<file path="config.mk">
export PLATFORM = sky130hd
export DESIGN_NAME = array_priority_queue_top
export DESIGN_NICKNAME = d
export VERILOG_FILES = /design/src/design/apq_pkg.sv /design/src/design/apq_cell.sv /design/src/design/array_priority_queue_top.sv
export SDC_FILE = /design/constraint.sdc
export NUM_CORES = 1
export LEC_CHECK = 0
export ABC_AREA = 1
export BUFFER_PORTS_ARGS = -buffer_cell sky130_fd_sc_hd__clkbuf_2
export CORE_UTILIZATION = 62
export CTS_BUF_LIST = sky130_fd_sc_hd__clkbuf_4 sky130_fd_sc_hd__clkbuf_8 sky130_fd_sc_hd__clkbuf_16
export CTS_CLUSTER_DIAMETER = 200
export CTS_CLUSTER_SIZE = 8
export DETAILED_ROUTE_END_ITERATION = 16
export GPL_ROUTABILITY_DRIVEN = 0
export MAX_ROUTING_LAYER = met4
export PLACE_DENSITY = 0.8
export SLEW_MARGIN = 20
export SYNTH_ARGS = -nofsm -noshare
export SYNTH_HDL_FRONTEND = slang
export SYNTH_SLANG_ARGS = --single-unit
</file>
<file path="constraint.sdc">
create_clock -name clk -period 8.7 [get_ports clk]
set_clock_uncertainty 0.2 [all_clocks]
set_input_delay 1.74 -clock clk [delete_from_list [all_inputs] [get_ports clk]]
set_output_delay 1.74 -clock clk [all_outputs]
set_load 0.01 [all_outputs]
</file>
<file path="src/design/apq_pkg.sv">
// Shared types and codes for the array priority queue.
`timescale 1ns / 1ps
package apq_pkg;

  localparam int FIELD_VALUE_W  = 8;
  localparam int FIELD_PRIO_W   = 16;
  localparam int FIELD_COUNT_W  = 5;
  localparam int FIELD_STATUS_W = 2;

  localparam logic KIND_INSERT = 1'b0;
  localparam logic KIND_DELETE = 1'b1;

  localparam logic [FIELD_STATUS_W-1:0] STATUS_OK    = 2'd0;
  localparam logic [FIELD_STATUS_W-1:0] STATUS_FULL  = 2'd1;
  localparam logic [FIELD_STATUS_W-1:0] STATUS_EMPTY = 2'd2;

  typedef struct packed {
    logic load;
    logic take;
  } cell_ctrl_t;

endpackage

</file>
<file path="src/design/apq_cell.sv">
// One storage cell of the queue: holds an entry, loads a new one or takes its neighbor's.
`timescale 1ns / 1ps
module apq_cell #(
  parameter int VALUE_BITS = 8
) (
  input  logic                                     clk,
  input  apq_pkg::cell_ctrl_t                      ctrl,
  input  logic [VALUE_BITS-1:0]                    load_value,
  input  logic signed [apq_pkg::FIELD_PRIO_W-1:0]  load_prio,
  input  logic [VALUE_BITS-1:0]                    next_value,
  input  logic signed [apq_pkg::FIELD_PRIO_W-1:0]  next_prio,
  output logic [VALUE_BITS-1:0]                    value,
  output logic signed [apq_pkg::FIELD_PRIO_W-1:0]  prio
);

  always_ff @(posedge clk) begin
    if (ctrl.load) begin
      value <= load_value;
      prio  <= load_prio;
    end else if (ctrl.take) begin
      value <= next_value;
      prio  <= next_prio;
    end
  end

endmodule

</file>
<file path="src/design/array_priority_queue_top.sv">
// Top level of the bounded max-priority queue built on a ring of cells.
// Insert, full insert and empty delete: result word in the cycle after acceptance, one per cycle while not stalled.
// Delete: a shift state closes the gap, then a scan state rotates the ring past a compare at cell 0
// to find the new top; a done state issues it once the result slot is free. Items stall until then.
// Reset clears the entry count and control; the cells are not cleared, and no clearing pass runs.
`timescale 1ns / 1ps
module array_priority_queue_top #(
  parameter int DEPTH      = 16,
  parameter int VALUE_BITS = 8
) (
  input  logic                                       clk,
  input  logic                                       rst,
  input  logic                                       item_valid,
  output logic                                       item_stall,
  input  logic                                       kind,
  input  logic [apq_pkg::FIELD_VALUE_W-1:0]          item_value,
  input  logic signed [apq_pkg::FIELD_PRIO_W-1:0]    item_priority,
  output logic                                       result_valid,
  input  logic                                       result_stall,
  output logic [apq_pkg::FIELD_STATUS_W-1:0]         status,
  output logic [apq_pkg::FIELD_VALUE_W-1:0]          removed_value,
  output logic signed [apq_pkg::FIELD_PRIO_W-1:0]    removed_priority,
  output logic                                       top_valid,
  output logic [apq_pkg::FIELD_VALUE_W-1:0]          top_value,
  output logic signed [apq_pkg::FIELD_PRIO_W-1:0]    top_priority,
  output logic [apq_pkg::FIELD_COUNT_W-1:0]          entry_count
);

  localparam int IW = $clog2(DEPTH);
  localparam int CW = $clog2(DEPTH + 1);
  localparam int PW = apq_pkg::FIELD_PRIO_W;
  localparam int XW = (VALUE_BITS > apq_pkg::FIELD_VALUE_W) ? VALUE_BITS : apq_pkg::FIELD_VALUE_W;
  localparam int EW = (CW > apq_pkg::FIELD_COUNT_W) ? CW : apq_pkg::FIELD_COUNT_W;

  localparam logic [1:0] S_IDLE  = 2'd0;
  localparam logic [1:0] S_SHIFT = 2'd1;
  localparam logic [1:0] S_SCAN  = 2'd2;
  localparam logic [1:0] S_DONE  = 2'd3;

  logic [1:0]                  state;
  logic [CW-1:0]               count;
  logic [IW-1:0]               top_idx;
  logic [IW-1:0]               scan_idx;
  logic [VALUE_BITS-1:0]       top_val;
  logic signed [PW-1:0]        top_prio;
  logic [VALUE_BITS-1:0]       rem_val;
  logic signed [PW-1:0]        rem_prio;

  logic [apq_pkg::FIELD_STATUS_W-1:0] res_status;
  logic [VALUE_BITS-1:0]       res_rem_val;
  logic signed [PW-1:0]        res_rem_prio;
  logic                        res_top_valid;
  logic [VALUE_BITS-1:0]       res_top_val;
  logic signed [PW-1:0]        res_top_prio;
  logic [CW-1:0]               res_count;

  logic [VALUE_BITS-1:0]       cell_value [DEPTH];
  logic signed [PW-1:0]        cell_prio  [DEPTH];
  apq_pkg::cell_ctrl_t         cell_ctrl  [DEPTH];

  logic                        item_acc;
  logic                        res_free;
  logic                        is_full;
  logic                        is_empty;
  logic                        ins_ok;
  logic                        ins_top;
  logic                        scan_last;
  logic                        scan_hit;
  logic [XW-1:0]               item_x;
  logic [VALUE_BITS-1:0]       new_val;
  logic [XW-1:0]               rem_x;
  logic [XW-1:0]               top_x;
  logic [EW-1:0]               count_x;

  assign item_stall = (state != S_IDLE) || (result_valid && result_stall);
  assign item_acc   = item_valid && !item_stall;
  assign res_free   = !result_valid || !result_stall;
  assign is_full    = (count == CW'(DEPTH));
  assign is_empty   = (count == '0);
  assign item_x     = XW'(item_value);
  assign new_val    = item_x[VALUE_BITS-1:0];
  assign ins_ok     = item_acc && (kind == apq_pkg::KIND_INSERT) && !is_full;
  assign ins_top    = ins_ok && (is_empty || (item_priority > top_prio));
  assign scan_last  = (scan_idx == IW'(DEPTH - 1));
  assign scan_hit   = (state == S_SCAN) && (CW'(scan_idx) < count) &&
                      ((scan_idx == '0) || (cell_prio[0] > top_prio));

  // ring of cells; cell i takes from cell i+1, the last wraps to cell 0
  for (genvar i = 0; i < DEPTH; i++) begin : g_cell
    assign cell_ctrl[i].load = ins_ok && (count == CW'(i));
    assign cell_ctrl[i].take = ((state == S_SHIFT) && (IW'(i) >= top_idx)) ||
                               (state == S_SCAN);
    apq_cell #(
      .VALUE_BITS (VALUE_BITS)
    ) u_cell (
      .clk        (clk),
      .ctrl       (cell_ctrl[i]),
      .load_value (new_val),
      .load_prio  (item_priority),
      .next_value (cell_value[(i + 1) % DEPTH]),
      .next_prio  (cell_prio[(i + 1) % DEPTH]),
      .value      (cell_value[i]),
      .prio       (cell_prio[i])
    );
  end

  always_ff @(posedge clk) begin
    if (rst) begin
      state        <= S_IDLE;
      count        <= '0;
      scan_idx     <= '0;
      result_valid <= 1'b0;
    end else begin
      if (result_valid && !result_stall) begin
        result_valid <= 1'b0;
      end
      unique case (state)
        S_IDLE: begin
          if (item_acc) begin
            if (kind == apq_pkg::KIND_INSERT) begin
              res_rem_val   <= '0;
              res_rem_prio  <= '0;
              res_top_valid <= 1'b1;
              result_valid  <= 1'b1;
              if (is_full) begin
                res_status   <= apq_pkg::STATUS_FULL;
                res_top_val  <= top_val;
                res_top_prio <= top_prio;
                res_count    <= count;
              end else begin
                res_status   <= apq_pkg::STATUS_OK;
                count        <= count + 1'b1;
                res_count    <= count + 1'b1;
                res_top_val  <= ins_top ? new_val : top_val;
                res_top_prio <= ins_top ? item_priority : top_prio;
                if (ins_top) begin
                  top_val  <= new_val;
                  top_prio <= item_priority;
                  top_idx  <= count[IW-1:0];
                end
              end
            end else if (is_empty) begin
              res_status    <= apq_pkg::STATUS_EMPTY;
              res_rem_val   <= '0;
              res_rem_prio  <= '0;
              res_top_valid <= 1'b0;
              res_top_val   <= '0;
              res_top_prio  <= '0;
              res_count     <= '0;
              result_valid  <= 1'b1;
            end else begin
              rem_val  <= top_val;
              rem_prio <= top_prio;
              state    <= S_SHIFT;
            end
          end
        end
        S_SHIFT: begin
          count    <= count - 1'b1;
          scan_idx <= '0;
          state    <= S_SCAN;
        end
        S_SCAN: begin
          if (scan_hit) begin
            top_val  <= cell_value[0];
            top_prio <= cell_prio[0];
            top_idx  <= scan_idx;
          end
          scan_idx <= scan_idx + 1'b1;
          if (scan_last) begin
            state <= S_DONE;
          end
        end
        S_DONE: begin
          if (res_free) begin
            res_status    <= apq_pkg::STATUS_OK;
            res_rem_val   <= rem_val;
            res_rem_prio  <= rem_prio;
            res_top_valid <= !is_empty;
            res_top_val   <= is_empty ? '0 : top_val;
            res_top_prio  <= is_empty ? '0 : top_prio;
            res_count     <= count;
            result_valid  <= 1'b1;
            state         <= S_IDLE;
          end
        end
        default: begin
          state <= S_IDLE;
        end
      endcase
    end
  end

  assign rem_x   = XW'(res_rem_val);
  assign top_x   = XW'(res_top_val);
  assign count_x = EW'(res_count);

  assign status           = res_status;
  assign removed_value    = rem_x[apq_pkg::FIELD_VALUE_W-1:0];
  assign removed_priority = res_rem_prio;
  assign top_valid        = res_top_valid;
  assign top_value        = top_x[apq_pkg::FIELD_VALUE_W-1:0];
  assign top_priority     = res_top_prio;
  assign entry_count      = count_x[apq_pkg::FIELD_COUNT_W-1:0];

  a_count_bound: assert property (@(posedge clk) disable iff (rst)
    count <= CW'(DEPTH))
    else $error("entry count above depth");

  a_insert_count: assert property (@(posedge clk) disable iff (rst)
    ins_ok |=> count == $past(count) + 1'b1)
    else $error("insert did not bump count");

  a_delete_start: assert property (@(posedge clk) disable iff (rst)
    (item_acc && (kind == apq_pkg::KIND_DELETE) && !is_empty) |=>
      (state == S_SHIFT) && !result_valid || (state == S_SHIFT))
    else $error("delete did not start gap close");

  a_scan_step: assert property (@(posedge clk) disable iff (rst)
    (state == S_SCAN) && !scan_last |=> (state == S_SCAN) &&
      (scan_idx == $past(scan_idx) + 1'b1))
    else $error("scan step lost");

  a_result_top: assert property (@(posedge clk) disable iff (rst)
    result_valid |-> (res_top_valid == (res_count != '0)))
    else $error("top valid disagrees with count");

endmodule

</file>
==> impl_metrics.yaml <==
clock_tree:
  insertion_delay_ps: 590
  holdBufCountCts: 0
  clk_path_buf_depth: 3
  cts.sinks: 504
  cts_made_buffers: 72
  cts_resized: 0
  htreeDepth: 3
  cts-root-buf: "clkbuf_16"
  cts_tree: "yes"
  post-cts-setup-buffers: 0
  path_clk_slew_ps: 50
logic_synthesis:
  async_flop_share: 0
  synth_area_mm2: 0.02213
  synthTopCellsByArea: "edfxtp_1 67%, nand2_1 10%, o21ai_0 8.1%"
  synth.distinct_cells: 39
  seq_area_frac_synth: 0.6784
  synth_top_area_share: 0.6675
  yosysTopAreaCell: "edfxtp_1"
  yosysMostFrequentCell: "nand2_1"
  syn_avg_cell_area_um2: 10.95
  synth_warnings: 0
  synthTopCellsByCount: "616 x nand2_1, 492 x edfxtp_1, 357 x o21ai_0, 114 x inv_1, 87 x nand3_1"
  syn_inst: 2021
  synthesis.nets: 2097
  synth-edff-count: 492
  ys_ff_latch: 504
  synth_ff_type: "edfxtp_1"
die:
  core_area_mm2: 0.03480
  num_rows: 68
  dieArea_mm2: 0.03646
  die_w_um: 190.9
  ios: 87
  die_y_um: 190.9
  initial_utilization: 0.6360
routing:
  vias: 15590
  drc: 0
  wirelength_um: 53120
  initialDrtViolationCount: 2324
  firstDrtPassIters: 6
  viasPerCell: 6.137
  postRouteAntennaNets: 0
  wl_per_cell_um: 20.91
grt:
  grt_max_degree: 75
  antenna_found_initial: 1
  grt_util_all_layers: 0.3073
  grt_first_pass_wirelength_um: 81650
  grt_remaining_overflow: 0
  grt_pass1_vias: 14580
place:
  placed_area_mm2: 0.02269
  hpwl_um: 32390
  port_buffers: 86
  place_ws_ps: 3559
sta:
  tns_ps: 0
  max_freq_mhz: 227.7
  hold_viol_final: 0
  tightest_slew_ps: 1082
  slew_headroom: 0.2770
  period_share: 0.5048
  final_max_slew_viol_count: 0
  finalSetupViolCount: 0
  finalCriticalPeriod_ps: 4392
  rsz0062_at_grt: "no"
  setup_ws_ps: 4308
layout:
  fin_area_mm2: 0.02469
  area_growth_syn_to_layout_pct: 11.54
  drive_gt1_frac: 0.1080
  nets: 2145
worst_setup_path:
  end_kind: "flop"
  endpoint: "top_idx[3]"
  critPathSlowestCell: "nand2_2"
  critPathKind: "in -> reg"
  crit_chain: "clkbuf_2, inv_1, ha_1, o21bai_1, nand2_1, nand2_1, nand2_1, nand2_1, nand2_1, nand2_1, nand2_1, nand3_4, nand2_2, nor2_1, nor2_1"
  required_ps: 8740
  startpoint: "item_priority[0]"
  crit_arrival_ps: 4430
  rrSetupSlack_ps: 4970
  cpMostUsedCell: "nand2_1"
  critPathMaxStageDelay_ps: 560
  worstReg2RegEnd: "g_cell[11].u_cell.prio[6]"
  rr_startpoint: "count[0]"
  cp_max_fo: 25
  r2r_cells: 7
  startpoint_type: "input pin"
min_path:
  hold_path_class: "reg -> reg"
power_and_ir_drop:
  clkPwrFrac: 0.282
  seqPwrFrac: 0.478
  power.switching_uw: 2830
  p_int_uw: 6085
  power_density_mw_per_mm2: 361.1
  pwr-share-comb: 0.240
  switching_share: 0.3175
  ir_worst_vdd_mv: 0.1938
  p_leak_uw: 0.01017
run:
  max_cap_violations: 0
outcome:
  status: "finished clean"
-- per-layer routing --
metal / part of all wire / vias to the layer above / track usage / wire length, um
li1: - / 7097 / - / -
met2: 0.46 / 1015 / 0.4592 / 24400
met5: 0 / - / - / 0
met1: 0.38 / 7316 / 0.4036 / 20380
met3: 0.12 / 159 / 0.07380 / 6192
met4: 0.040 / 0 / 0.1317 / 2144
-- worst max-delay path: cells and delay by family --
| kind | cells | cell delay (ps) |
|---|---|---|
| buf+inv | 2 | 620 |
| compound gates | 1 | 80 |
| simple gates | 11 | 1720 |
| fa+ha+maj | 1 | 270 |
-- how the worst min path moves through the flow --
stage	from	end	slack, ps	depth (start not counted)
detailed placement	top_prio[5]	rem_prio[5]	260	0
global placement	top_val[5]	rem_val[5]	260	0
floorplan	top_prio[10]	rem_prio[10]	250	0
CTS	top_prio[5]	rem_prio[5]	270	0
finish	top_val[6]	rem_val[6]	280	0
global route	top_prio[5]	rem_prio[5]	280	0
-- registers in the layout, summed over array words and instances, names as in the netlist, 4 cells and up --
name                 count
count                    5
entry_count              5
g_cell.u_cell.prio     256
g_cell.u_cell.value    128
rem_prio                16
rem_val                  8
removed_priority        16
removed_value            8
scan_idx                 4
top_idx                  4
top_prio                16
top_priority            16
top_val                  8
top_value                8
-- power groups by stage --
stage | sequential, uW | clock (uW) | combinational [uW]
after floorplan | 4210 | 0 | 1440
after global placement | 4260 | 0 | 1980
after detailed placement | 4280 | 0 | 2070
after CTS | 4260 | 2520 | 2110
after global routing | 4320 | 2610 | 2390
final | 4260 | 2520 | 2140
-- cells in the final DEF (no fill, tap or decap), drive strengths merged --
cell type / n
a31oi: 3
o21bai: 2
a21boi: 1
nor2: 38
a21o: 1
edfxtp: 492
nand2: 622
xnor2: 1
clkinv: 2
nand4: 3
buf: 17
o21a: 2
clkbuf: 172
diode: 1
inv: 117
dfxtp: 12
xor2: 2
a211oi: 6
nand3: 90
o21ai: 412
ha: 47
o211ai: 2
a21oi: 28
nor3: 5
nor4: 3
o22ai: 4
-- area by class of cell --
type | instances | area (um^2)
well taps | 455 | 569.3
multi-input cells | 1272 | 6132
flip-flops and latches | 504 | 15010
diodes | 1 | 2.502
clock inverters | 3 | 33.78
clock buffers | 86 | 1942
fillers | 2231 | 10110
repair buffers | 103 | 558.0
inverters | 116 | 435.4
-- kinds of logic after synthesis --
logic type      share of synthesized area
buf+inv                           0.04771
fa+ha+maj                         0.02657
flops                              0.6784
compound gates                     0.1069
xor+xnor                         0.001187
simple gates                       0.1392
-- per-stage QoR --
| step | power (uW) | cells | util | hold slack [ps] |
|---|---|---|---|---|
| after detailed placement | 6351 | 2450 | 0.6519 | 259.8 |
| after floorplan | 5644 | 2021 | - | 250.3 |
| final | 8915 | 2540 | 0.7094 | 277.4 |
| after CTS | 8887 | 2539 | 0.7087 | 267.2 |
| after global routing | 9322 | 2540 | 0.7094 | 283.5 |
| after global placement | 6234 | 2450 | 0.6516 | 255.1 |
Note: power is estimated with default switching activity, not from simulation.
